`config.mk`:
```
export PLATFORM = sky130hd
export DESIGN_NAME = lcg_random_draw_unit_flat
export DESIGN_NICKNAME = d
export VERILOG_FILES = /design/src/sv/lrdu_pkg.sv /design/src/sv/lrdu_req_if.sv /design/src/sv/lrdu_rsp_if.sv /design/src/sv/lcg_random_draw_unit.sv /design/src/flat_wrapper.sv
export SDC_FILE = /design/constraint.sdc
export NUM_CORES = 2
export LEC_CHECK = 0
export BUFFER_PORTS_ARGS = -buffer_cell sky130_fd_sc_hd__buf_2
export CAP_MARGIN = 20
export CORE_AREA = 2 2 210 419
export CTS_CLUSTER_SIZE = 40
export DETAILED_ROUTE_END_ITERATION = 8
export DIE_AREA = 0 0 212 421
export HOLD_SLACK_MARGIN = 0.08
export PLACE_DENSITY = 0.58
export REMOVE_ABC_BUFFERS = 1
export SYNTH_ARGS = -nofsm -noshare
export SYNTH_HDL_FRONTEND = slang
export SYNTH_SLANG_ARGS = --single-unit
```
`constraint.sdc`:
```
create_clock -name clock -period 9.9 [get_ports clock]
set_input_delay 0.99 -clock clock [delete_from_list [all_inputs] [get_ports clock]]
set_output_delay 0.99 -clock clock [all_outputs]
set_load 0.005 [all_outputs]
```
`src/sv/lrdu_pkg.sv`:
```
`timescale 1ns / 1ps
`default_nettype none

package lrdu_pkg;

   localparam int unsigned STATE_W = 31;
   localparam int unsigned RAW_W   = 32;
   localparam int unsigned FRAC_W  = 27;
   localparam int unsigned BOUND_W = 30;
   localparam int unsigned PROD_W  = 51;   // frac * 5^10 and state * 16807 both fit
   localparam int unsigned SCALE_W = 34;   // frac * 10^k >> 27, below 10^10
   localparam int unsigned POW5_W  = 24;
   localparam int unsigned EXP_W   = 4;
   localparam int unsigned PC_W    = 4;

   localparam logic [STATE_W-1:0] LCG_MULT  = 31'd16807;
   localparam logic [STATE_W-1:0] LCG_MOD   = 31'h7FFF_FFFF;
   localparam logic [STATE_W-1:0] SEED_MASK = 31'h5EEC_E66D;

   // Jump conditions of the control word.
   typedef enum logic [1:0] {
      COND_NONE,
      COND_PLAIN,   // plain draw: skip the range test
      COND_MISS,    // scaled value not below bound: draw again
      COND_ALWAYS
   } cond_type;

   typedef struct packed {
      logic            mul_state;   // prod <= state * 16807
      logic            mul_scale;   // prod <= frac * 5^k
      logic            fold;        // state <= prod mod (2^31-1)
      logic            keep_first;  // also latch first new state
      logic            form_raw;    // raw <= first + state[15:8]
      logic            shift;       // scaled <= prod >> (27-k)
      cond_type        cond;
      logic [PC_W-1:0] target;
      logic            done;        // hand result to output register
   } ucode_type;

   localparam logic [PC_W-1:0] STEP_DONE = 4'd8;

   // Control store.
   function automatic ucode_type ucode_rom(input logic [PC_W-1:0] pc);
      ucode_type w;
      w = '{mul_state: 1'b0, mul_scale: 1'b0, fold: 1'b0, keep_first: 1'b0,
            form_raw: 1'b0, shift: 1'b0, cond: COND_NONE, target: '0, done: 1'b0};
      case (pc)
         4'd0: w.mul_state = 1'b1;
         4'd1: begin
            w.fold       = 1'b1;
            w.keep_first = 1'b1;
         end
         4'd2: w.mul_state = 1'b1;
         4'd3: w.fold = 1'b1;
         4'd4: begin
            w.form_raw = 1'b1;
            w.cond     = COND_PLAIN;
            w.target   = STEP_DONE;
         end
         4'd5: w.mul_scale = 1'b1;
         4'd6: w.shift = 1'b1;
         4'd7: begin
            w.cond   = COND_MISS;
            w.target = 4'd0;
         end
         default: w.done = 1'b1;
      endcase
      return w;
   endfunction

   // 5^k; 10^k = 5^k * 2^k, the 2^k goes into the shift.
   function automatic logic [POW5_W-1:0] pow5(input logic [EXP_W-1:0] k);
      logic [POW5_W-1:0] v;
      case (k)
         4'd1:    v = 24'd5;
         4'd2:    v = 24'd25;
         4'd3:    v = 24'd125;
         4'd4:    v = 24'd625;
         4'd5:    v = 24'd3125;
         4'd6:    v = 24'd15625;
         4'd7:    v = 24'd78125;
         4'd8:    v = 24'd390625;
         4'd9:    v = 24'd1953125;
         4'd10:   v = 24'd9765625;
         default: v = 24'd1;
      endcase
      return v;
   endfunction

   function automatic logic [BOUND_W-1:0] pow10(input logic [EXP_W-1:0] k);
      logic [BOUND_W-1:0] v;
      case (k)
         4'd1:    v = 30'd10;
         4'd2:    v = 30'd100;
         4'd3:    v = 30'd1000;
         4'd4:    v = 30'd10000;
         4'd5:    v = 30'd100000;
         4'd6:    v = 30'd1000000;
         4'd7:    v = 30'd10000000;
         4'd8:    v = 30'd100000000;
         4'd9:    v = 30'd1000000000;
         default: v = 30'd1;
      endcase
      return v;
   endfunction

   // Smallest k >= 1 with 10^k > bound.
   function automatic logic [EXP_W-1:0] decade_exp(input logic [BOUND_W-1:0] bound);
      logic [EXP_W-1:0] k;
      k = 4'd1;
      for (int i = 1; i <= 9; i++) begin
         if (bound >= pow10(EXP_W'(i))) k = k + 4'd1;
      end
      return k;
   endfunction

endpackage

`default_nettype wire

```
`src/sv/lrdu_req_if.sv`:
```
`timescale 1ns / 1ps
`default_nettype none

interface lrdu_req_if;
   import lrdu_pkg::*;
   logic               valid;
   logic               ready;
   logic               command;
   logic [BOUND_W-1:0] upper_bound;

   modport source (output valid, output command, output upper_bound, input ready);
   modport sink   (input valid, input command, input upper_bound, output ready);
endinterface

`default_nettype wire

```
`src/sv/lrdu_rsp_if.sv`:
```
`timescale 1ns / 1ps
`default_nettype none

interface lrdu_rsp_if;
   import lrdu_pkg::*;
   logic               valid;
   logic               ready;
   logic [RAW_W-1:0]   raw_value;
   logic [FRAC_W-1:0]  fraction;
   logic [BOUND_W-1:0] ranged_value;

   modport source (output valid, output raw_value, output fraction, output ranged_value,
                   input ready);
   modport sink   (input valid, input raw_value, input fraction, input ranged_value,
                   output ready);
endinterface

`default_nettype wire

```
`src/sv/lcg_random_draw_unit.sv`:
```
`timescale 1ns / 1ps
`default_nettype none

// channel   | dir | handshake    | payload
// ----------+-----+--------------+-----------------------------------------
// req_chan  | in  | valid/ready  | command, upper_bound
// rsp_chan  | out | valid/ready  | raw_value, fraction, ranged_value
// csr_*     | in  | write enable | 31-bit seed, loads state = seed ^ mask
//
// One request at a time, run by a 9-word microprogram over one shared
// 31x24 multiplier and a mod (2^31-1) fold. A plain draw steps the state
// twice through the multiplier/fold chain and forms its raw value; a ranged
// draw then scales the fraction and repeats whole draws until the scaled
// value is below the bound; a zero bound goes to the final step with no draw.
// Synchronous active-high reset; state resets to 0x5EECE66D.
// The result sits in an output register, so a new request is taken while
// the previous result waits; a stalled result holds the sequencer at its
// final step.

module lcg_random_draw_unit
   import lrdu_pkg::*;
(
   input  wire                 clock,
   input  wire                 reset,
   lrdu_req_if.sink            req_chan,
   lrdu_rsp_if.source          rsp_chan,
   input  wire                 csr_write_enable,
   input  wire [STATE_W-1:0]   csr_write_data
);

   // sequencer
   logic                busy_ff, busy_in;
   logic [PC_W-1:0]     pc_ff, pc_in;
   ucode_type           uc;

   // datapath
   logic [STATE_W-1:0]  state_ff, state_in;
   logic [STATE_W-1:0]  first_ff, first_in;
   logic [RAW_W-1:0]    raw_ff, raw_in;
   logic [PROD_W-1:0]   prod_ff, prod_in;
   logic [SCALE_W-1:0]  scaled_ff, scaled_in;
   logic                cmd_ff, cmd_in;
   logic [BOUND_W-1:0]  bound_ff, bound_in;
   logic [EXP_W-1:0]    exp_ff, exp_in;

   // output register
   logic                rsp_valid_ff, rsp_valid_in;
   logic [RAW_W-1:0]    rsp_raw_ff, rsp_raw_in;
   logic [BOUND_W-1:0]  rsp_ranged_ff, rsp_ranged_in;

   logic                req_accept;
   logic                rsp_free;
   logic [STATE_W-1:0]  mul_a;
   logic [POW5_W-1:0]   mul_b;
   logic [54:0]         mul_full;
   logic [RAW_W-1:0]    fold_sum;
   logic [STATE_W-1:0]  fold_res;
   logic [4:0]          shamt;
   logic                miss;

   assign req_chan.ready        = ~busy_ff;
   assign rsp_chan.valid        = rsp_valid_ff;
   assign rsp_chan.raw_value    = rsp_raw_ff;
   assign rsp_chan.fraction     = rsp_raw_ff[FRAC_W-1:0];
   assign rsp_chan.ranged_value = rsp_ranged_ff;

   assign req_accept = req_chan.valid & ~busy_ff;
   assign rsp_free   = ~rsp_valid_ff | rsp_chan.ready;

   always_comb begin
      uc = ucode_rom(pc_ff);

      // shared multiplier: state step or fraction scaling
      mul_a    = uc.mul_scale ? {4'd0, raw_ff[FRAC_W-1:0]} : state_ff;
      mul_b    = uc.mul_scale ? pow5(exp_ff) : POW5_W'(LCG_MULT);
      mul_full = 55'(mul_a) * 55'(mul_b);

      // 2^31 == 1 mod (2^31-1): add high and low parts, one correction
      fold_sum = {17'd0, prod_ff[45:31]} + {1'b0, prod_ff[30:0]};
      fold_res = (fold_sum >= {1'b0, LCG_MOD}) ? STATE_W'(fold_sum - {1'b0, LCG_MOD})
                                              : fold_sum[STATE_W-1:0];

      shamt = 5'(FRAC_W) - {1'b0, exp_ff};
      miss  = scaled_ff >= {4'd0, bound_ff};

      busy_in       = busy_ff;
      pc_in         = pc_ff;
      state_in      = state_ff;
      first_in      = first_ff;
      raw_in        = raw_ff;
      prod_in       = prod_ff;
      scaled_in     = scaled_ff;
      cmd_in        = cmd_ff;
      bound_in      = bound_ff;
      exp_in        = exp_ff;
      rsp_valid_in  = rsp_valid_ff;
      rsp_raw_in    = rsp_raw_ff;
      rsp_ranged_in = rsp_ranged_ff;

      if (rsp_valid_ff && rsp_chan.ready) rsp_valid_in = 1'b0;

      if (csr_write_enable) state_in = csr_write_data ^ SEED_MASK;

      if (req_accept) begin
         busy_in   = 1'b1;
         cmd_in    = req_chan.command;
         bound_in  = req_chan.upper_bound;
         exp_in    = decade_exp(req_chan.upper_bound);
         scaled_in = '0;   // plain draws report 0 as ranged value
         if (req_chan.command && req_chan.upper_bound == '0) begin
            // zero bound: no draw, all-zero result
            raw_in = '0;
            pc_in  = STEP_DONE;
         end else begin
            pc_in = '0;
         end
      end else if (busy_ff) begin
         if (uc.mul_state || uc.mul_scale) prod_in = mul_full[PROD_W-1:0];
         if (uc.fold) begin
            state_in = fold_res;
            if (uc.keep_first) first_in = fold_res;
         end
         if (uc.form_raw) raw_in = {1'b0, first_ff} + {24'd0, state_ff[15:8]};
         if (uc.shift) scaled_in = SCALE_W'(prod_ff >> shamt);

         pc_in = pc_ff + 4'd1;
         case (uc.cond)
            COND_PLAIN:  if (!cmd_ff) pc_in = uc.target;
            COND_MISS:   if (miss) pc_in = uc.target;
            COND_ALWAYS: pc_in = uc.target;
            default:     ;
         endcase

         if (uc.done) begin
            if (rsp_free) begin
               rsp_valid_in  = 1'b1;
               rsp_raw_in    = raw_ff;
               rsp_ranged_in = scaled_ff[BOUND_W-1:0];
               busy_in       = 1'b0;
            end else begin
               pc_in = pc_ff;   // hold until output register frees
            end
         end
      end
   end

   always_ff @(posedge clock) begin
      if (reset) begin
         busy_ff      <= 1'b0;
         pc_ff        <= '0;
         rsp_valid_ff <= 1'b0;
         state_ff     <= SEED_MASK;
      end else begin
         busy_ff      <= busy_in;
         pc_ff        <= pc_in;
         rsp_valid_ff <= rsp_valid_in;
         state_ff     <= state_in;
      end
      first_ff      <= first_in;
      raw_ff        <= raw_in;
      prod_ff       <= prod_in;
      scaled_ff     <= scaled_in;
      cmd_ff        <= cmd_in;
      bound_ff      <= bound_in;
      exp_ff        <= exp_in;
      rsp_raw_ff    <= rsp_raw_in;
      rsp_ranged_ff <= rsp_ranged_in;
   end

endmodule

`default_nettype wire

```
`src/flat_wrapper.sv`:
```
// flat-port wrapper written by rule: the top's interface ports become plain ports
module lcg_random_draw_unit_flat import lrdu_pkg::*;
  (clock, reset, csr_write_enable, csr_write_data, req_chan_valid, req_chan_command, req_chan_upper_bound, req_chan_ready, rsp_chan_valid, rsp_chan_raw_value, rsp_chan_fraction, rsp_chan_ranged_value, rsp_chan_ready);
  lrdu_req_if req_chan_i ();
  lrdu_rsp_if rsp_chan_i ();
  input  wire clock;
  input  wire reset;
  input  wire csr_write_enable;
  input  wire [STATE_W-1:0] csr_write_data;
  input wire logic [$bits(req_chan_i.valid)-1:0] req_chan_valid;
  input wire logic [$bits(req_chan_i.command)-1:0] req_chan_command;
  input wire logic [$bits(req_chan_i.upper_bound)-1:0] req_chan_upper_bound;
  output wire logic [$bits(req_chan_i.ready)-1:0] req_chan_ready;
  output wire logic [$bits(rsp_chan_i.valid)-1:0] rsp_chan_valid;
  output wire logic [$bits(rsp_chan_i.raw_value)-1:0] rsp_chan_raw_value;
  output wire logic [$bits(rsp_chan_i.fraction)-1:0] rsp_chan_fraction;
  output wire logic [$bits(rsp_chan_i.ranged_value)-1:0] rsp_chan_ranged_value;
  input wire logic [$bits(rsp_chan_i.ready)-1:0] rsp_chan_ready;
  assign req_chan_i.valid = req_chan_valid;
  assign req_chan_i.command = req_chan_command;
  assign req_chan_i.upper_bound = req_chan_upper_bound;
  assign req_chan_ready = req_chan_i.ready;
  assign rsp_chan_valid = rsp_chan_i.valid;
  assign rsp_chan_raw_value = rsp_chan_i.raw_value;
  assign rsp_chan_fraction = rsp_chan_i.fraction;
  assign rsp_chan_ranged_value = rsp_chan_i.ranged_value;
  assign rsp_chan_i.ready = rsp_chan_ready;
  lcg_random_draw_unit u_core (.clock(clock), .reset(reset), .req_chan(req_chan_i), .rsp_chan(rsp_chan_i), .csr_write_enable(csr_write_enable), .csr_write_data(csr_write_data));
endmodule
```
==> qor.csv <==
stage;metric;value;unit
timing;setup violators final;0;
synth;register bit total from synthesis;299;
placement;dpl cells;5373;
final_layout;Nets;5149;
global_routing;vias in the first global route;30910;
floorplanning;initial core utilization;0.4459;
setup_path;CP bufs+invs;6;
routing;DR WL/cell;23.80;um
floorplanning;core box area;0.08634;mm2
synth;sequential fraction of the synthesis area;0.2104;
routing;WL met1;52390;um
job;max_cap viols;0;
routing;DRT iter0 DRCs;2392;
timing;Final Cycle Share;0.9272;
timing;RSZ-0062 raised after global routing;no;
synth;synthesized netlist cell count;4123;
placement;GP Congestion;0.9667;
hold_path;min-delay worst type;register to register;
placement;hpwl dp;104800;um
setup_path;Crit Path Class;register to register;
cts;# H-tree levels;2;
timing;clk_skew;0.02259;ns
routing;vias;29970;
final_layout;share of layout cells above drive strength 1;0.08936;
global_routing;Global Route Usage Sum;0.2974;
routing;post-route ant nets;0;
routing;DRT Pass-1 Iters;6;
floorplanning;DIE HEIGHT;421;um
placement;port buffer count;157;
floorplanning;top-level port count;158;
routing;Vias/cell;5.511;
setup_path;critical path data required time;10.20;ns
timing;Final Hold Fails;0;
timing;setup TNS;0;ns
setup_path;worst-case reg-to-reg path depth;30;
cts;clk root buf;clkbuf_16;
cts;worst skew pair latency;0.56;ns
synth;Yosys cell types;85;
setup_path;Critical R2R Launch;u_core.pc_ff[2]$_SDFFE_PP0P_;
cts;Num Clock Sinks;299;
setup_path;critical path peak fanout;12;
setup_path;highest-delay cell along the critical path;fa_1;
global_routing;first-pass GRT wire length;195600;um
timing;Tmin final;9.179;ns
floorplanning;die width;212;um
final_layout;Core Util, Final;0.4858;
routing;DR top layer;met4;
setup_path;worst setup path end;u_core.prod_ff[48]$_DFFE_PP_;
timing;worst-margin pin slew;1.145;ns
final_layout;design area;0.04194;mm2
synth;Main synth FF type;edfxtp_1;
cts;clock buffer depth;3;
routing;Detail Route met3 WL;7299;um
global_routing;GRT overflow;0;
setup_path;most frequent CP cell;fa_1;
final_layout;Non-Filler Instances;5439;
routing;# DRC;0;
final_layout;# fillers;8254;
setup_path;Crit Reg-Reg Endpoint;u_core.prod_ff[48]$_DFFE_PP_;
setup_path;Worst EP arrival;9.48;ns
cts;hold buffer count at CTS;0;
setup_path;CP peak stage delay;0.60;ns
setup_path;worst setup path start;u_core.pc_ff[2]$_SDFFE_PP0P_;
synth;synthesized area;0.03850;mm2
cts;Post-CTS Repair Setup Buffers;0;
global_routing;pin count of the biggest net entering global routing;72;
floorplanning;row count;153;
synth;Mean Syn Cell Area;9.337;um2
final_layout;area of the multi-input gates;0.02663;mm2
final_layout;Register Area;0.008098;mm2
final_layout;most frequent cells in the layout;813 x inv_1, 547 x fa_1, 342 x nand2_1;
global_routing;initial antenna violation count;8;
cts;Num CTS Buffers;35;
outcome;status;complete, no violations;
cts;CTS tree;done;
setup_path;Crit path depth;30;
setup_path;crit end category;register;
setup_path;R2R Setup Slk;0.72;ns
cts;Worst-path clk slew;0.06;ns
placement;area of placed instances;0.04081;mm2
synth;number of flops mapped to enable cells by yosys;211;
timing;pins over their slew limit;0;
timing;Max Clock Freq;0.1089;GHz
setup_path;crit start category;register;
final_layout;Layout area overhead;8.958;%
routing;metal2 WL;59810;um
cts;cts repair resizes;0;
floorplanning;die area;0.08925;mm2
setup_path;CP top delay family;adder cells;
timing;max_slew headroom;0.2355;
synth;async set-reset flop share out of synthesis;0;
synth;YS warnings;0;
routing;Routed WL;129400;um
final_layout;commonest non-fill, non-tap cell in the layout;inv_1;
-- cell families (layout without fill, tap and decap cells) --
kind of cell,Yosys count,count (layout),synth area share
compound gates,556,556,0.09647
xor+xnor,108,108,0.02561
fa+ha+maj,832,832,0.3771
buf+inv,1035,1138,0.1037
flops,299,299,0.2104
mux,103,103,0.03448
other cells,2,53,0.0001951
simple gates,1188,1188,0.1521
-- synth_stat cells, types with 5 or more instances --
library cell	count	share of area
mux4_2	22	0.013
a31oi_1	13	0.0021
mux2_2	17	0.0050
edfxtp_1	211	0.16
nand4_1	18	0.0029
o211ai_1	41	0.0080
nor4_1	10	0.0016
a32o_1	5	0.0013
a21boi_0	15	0.0029
or3_1	18	0.0029
o21a_1	21	0.0041
o221ai_1	7	0.0016
buf_1	14	0.0014
inv_1	814	0.079
fa_1	547	0.28
nor3b_1	7	0.0014
and4_1	7	0.0016
nor2_1	257	0.025
a221oi_1	6	0.0014
a21oi_1	138	0.018
and2_1	161	0.026
nand2_1	343	0.033
buf_4	28	0.0055
dfxtp_1	88	0.046
and3_1	158	0.026
xnor2_1	66	0.015
o21bai_1	11	0.0021
ha_1	285	0.093
a21o_1	52	0.010
o31ai_1	5	0.00098
nand3_1	70	0.0091
a211o_1	13	0.0030
or2_2	13	0.0021
nor2b_1	28	0.0046
nor3_1	45	0.0059
xor2_1	39	0.0089
o311ai_0	15	0.0034
a211oi_1	47	0.0092
o21ai_0	112	0.015
nand2b_1	33	0.0054
mux2i_1	64	0.017
clkbuf_1	176	0.017
-- final cells by class --
class / instances / share of cell area
Antenna cell: 2 / 0.0001193
Clock buffer: 48 / 0.02276
Clock inverter: 14 / 0.003311
Inverter: 815 / 0.07299
Multi-Input combinational cell: 2838 / 0.6350
Sequential cell: 299 / 0.1931
Tap cell: 1162 / 0.03466
Timing Repair Buffer: 261 / 0.03812
-- state kept, by name (all words and copies together), names as in the netlist, named ones only --
signal	count
u_core.bound_ff	30
u_core.busy_ff	1
u_core.cmd_ff	1
u_core.exp_ff	4
u_core.first_ff	31
u_core.pc_ff	4
u_core.prod_ff	51
u_core.raw_ff	32
u_core.rsp_chan.ranged_value	30
u_core.rsp_chan.raw_value	32
u_core.rsp_chan.valid	1
u_core.scaled_ff	34
u_core.state_ff	31
-- metrics by stage --
step | hold slack, ns | worst slack (ns)
global placement | 0.4111 | 0.8948
floorplan | 0.4003 | -0.5564
finish | 0.4223 | 0.7211
detailed placement | 0.4065 | 0.7906
CTS | 0.4237 | 0.7793
global route | 0.4427 | 0.3498
-- worst reg2reg max path, delay by kind of cell, from the launching register on --
kind                       cells  cell delay, ns
AOI/OAI and AO/OA             10            2.65
buffers and inverters          6            0.79
DFF                            1            0.49
and+or+nand+nor                6            1.22
adders and majority gates      8            3.79
-- how the worst min path moves through the flow --
stage | from | end | slack, ns | cells past startpoint
after floorplan | u_core.raw_ff[27]$_SDFFCE_PP0P_ | u_core.rsp_chan.raw_value[27]$_DFFE_PP_ | 0.40 | 0
after global placement | u_core.raw_ff[28]$_SDFFCE_PP0P_ | u_core.rsp_chan.raw_value[28]$_DFFE_PP_ | 0.41 | 0
after detailed placement | u_core.raw_ff[31]$_SDFFCE_PP0P_ | u_core.rsp_chan.raw_value[31]$_DFFE_PP_ | 0.41 | 0
after CTS | u_core.raw_ff[29]$_SDFFCE_PP0P_ | u_core.rsp_chan.raw_value[29]$_DFFE_PP_ | 0.42 | 0
final | u_core.raw_ff[29]$_SDFFCE_PP0P_ | u_core.rsp_chan.raw_value[29]$_DFFE_PP_ | 0.42 | 0
after global routing | u_core.raw_ff[29]$_SDFFCE_PP0P_ | u_core.rsp_chan.raw_value[29]$_DFFE_PP_ | 0.44 | 0
-- layer usage --
| metal | GRT usage | up-vias |
|---|---|---|
| li1 | - | 13510 |
| met1 | 0.3873 | 14990 |
| met2 | 0.4742 | 1138 |
| met3 | 0.03121 | 335 |
| met4 | 0.1837 | 0 |
| met5 | 0 | - |
Power is not shown: default switching activity piles up to over one toggle a cycle in this logic, so the estimate is an artifact.
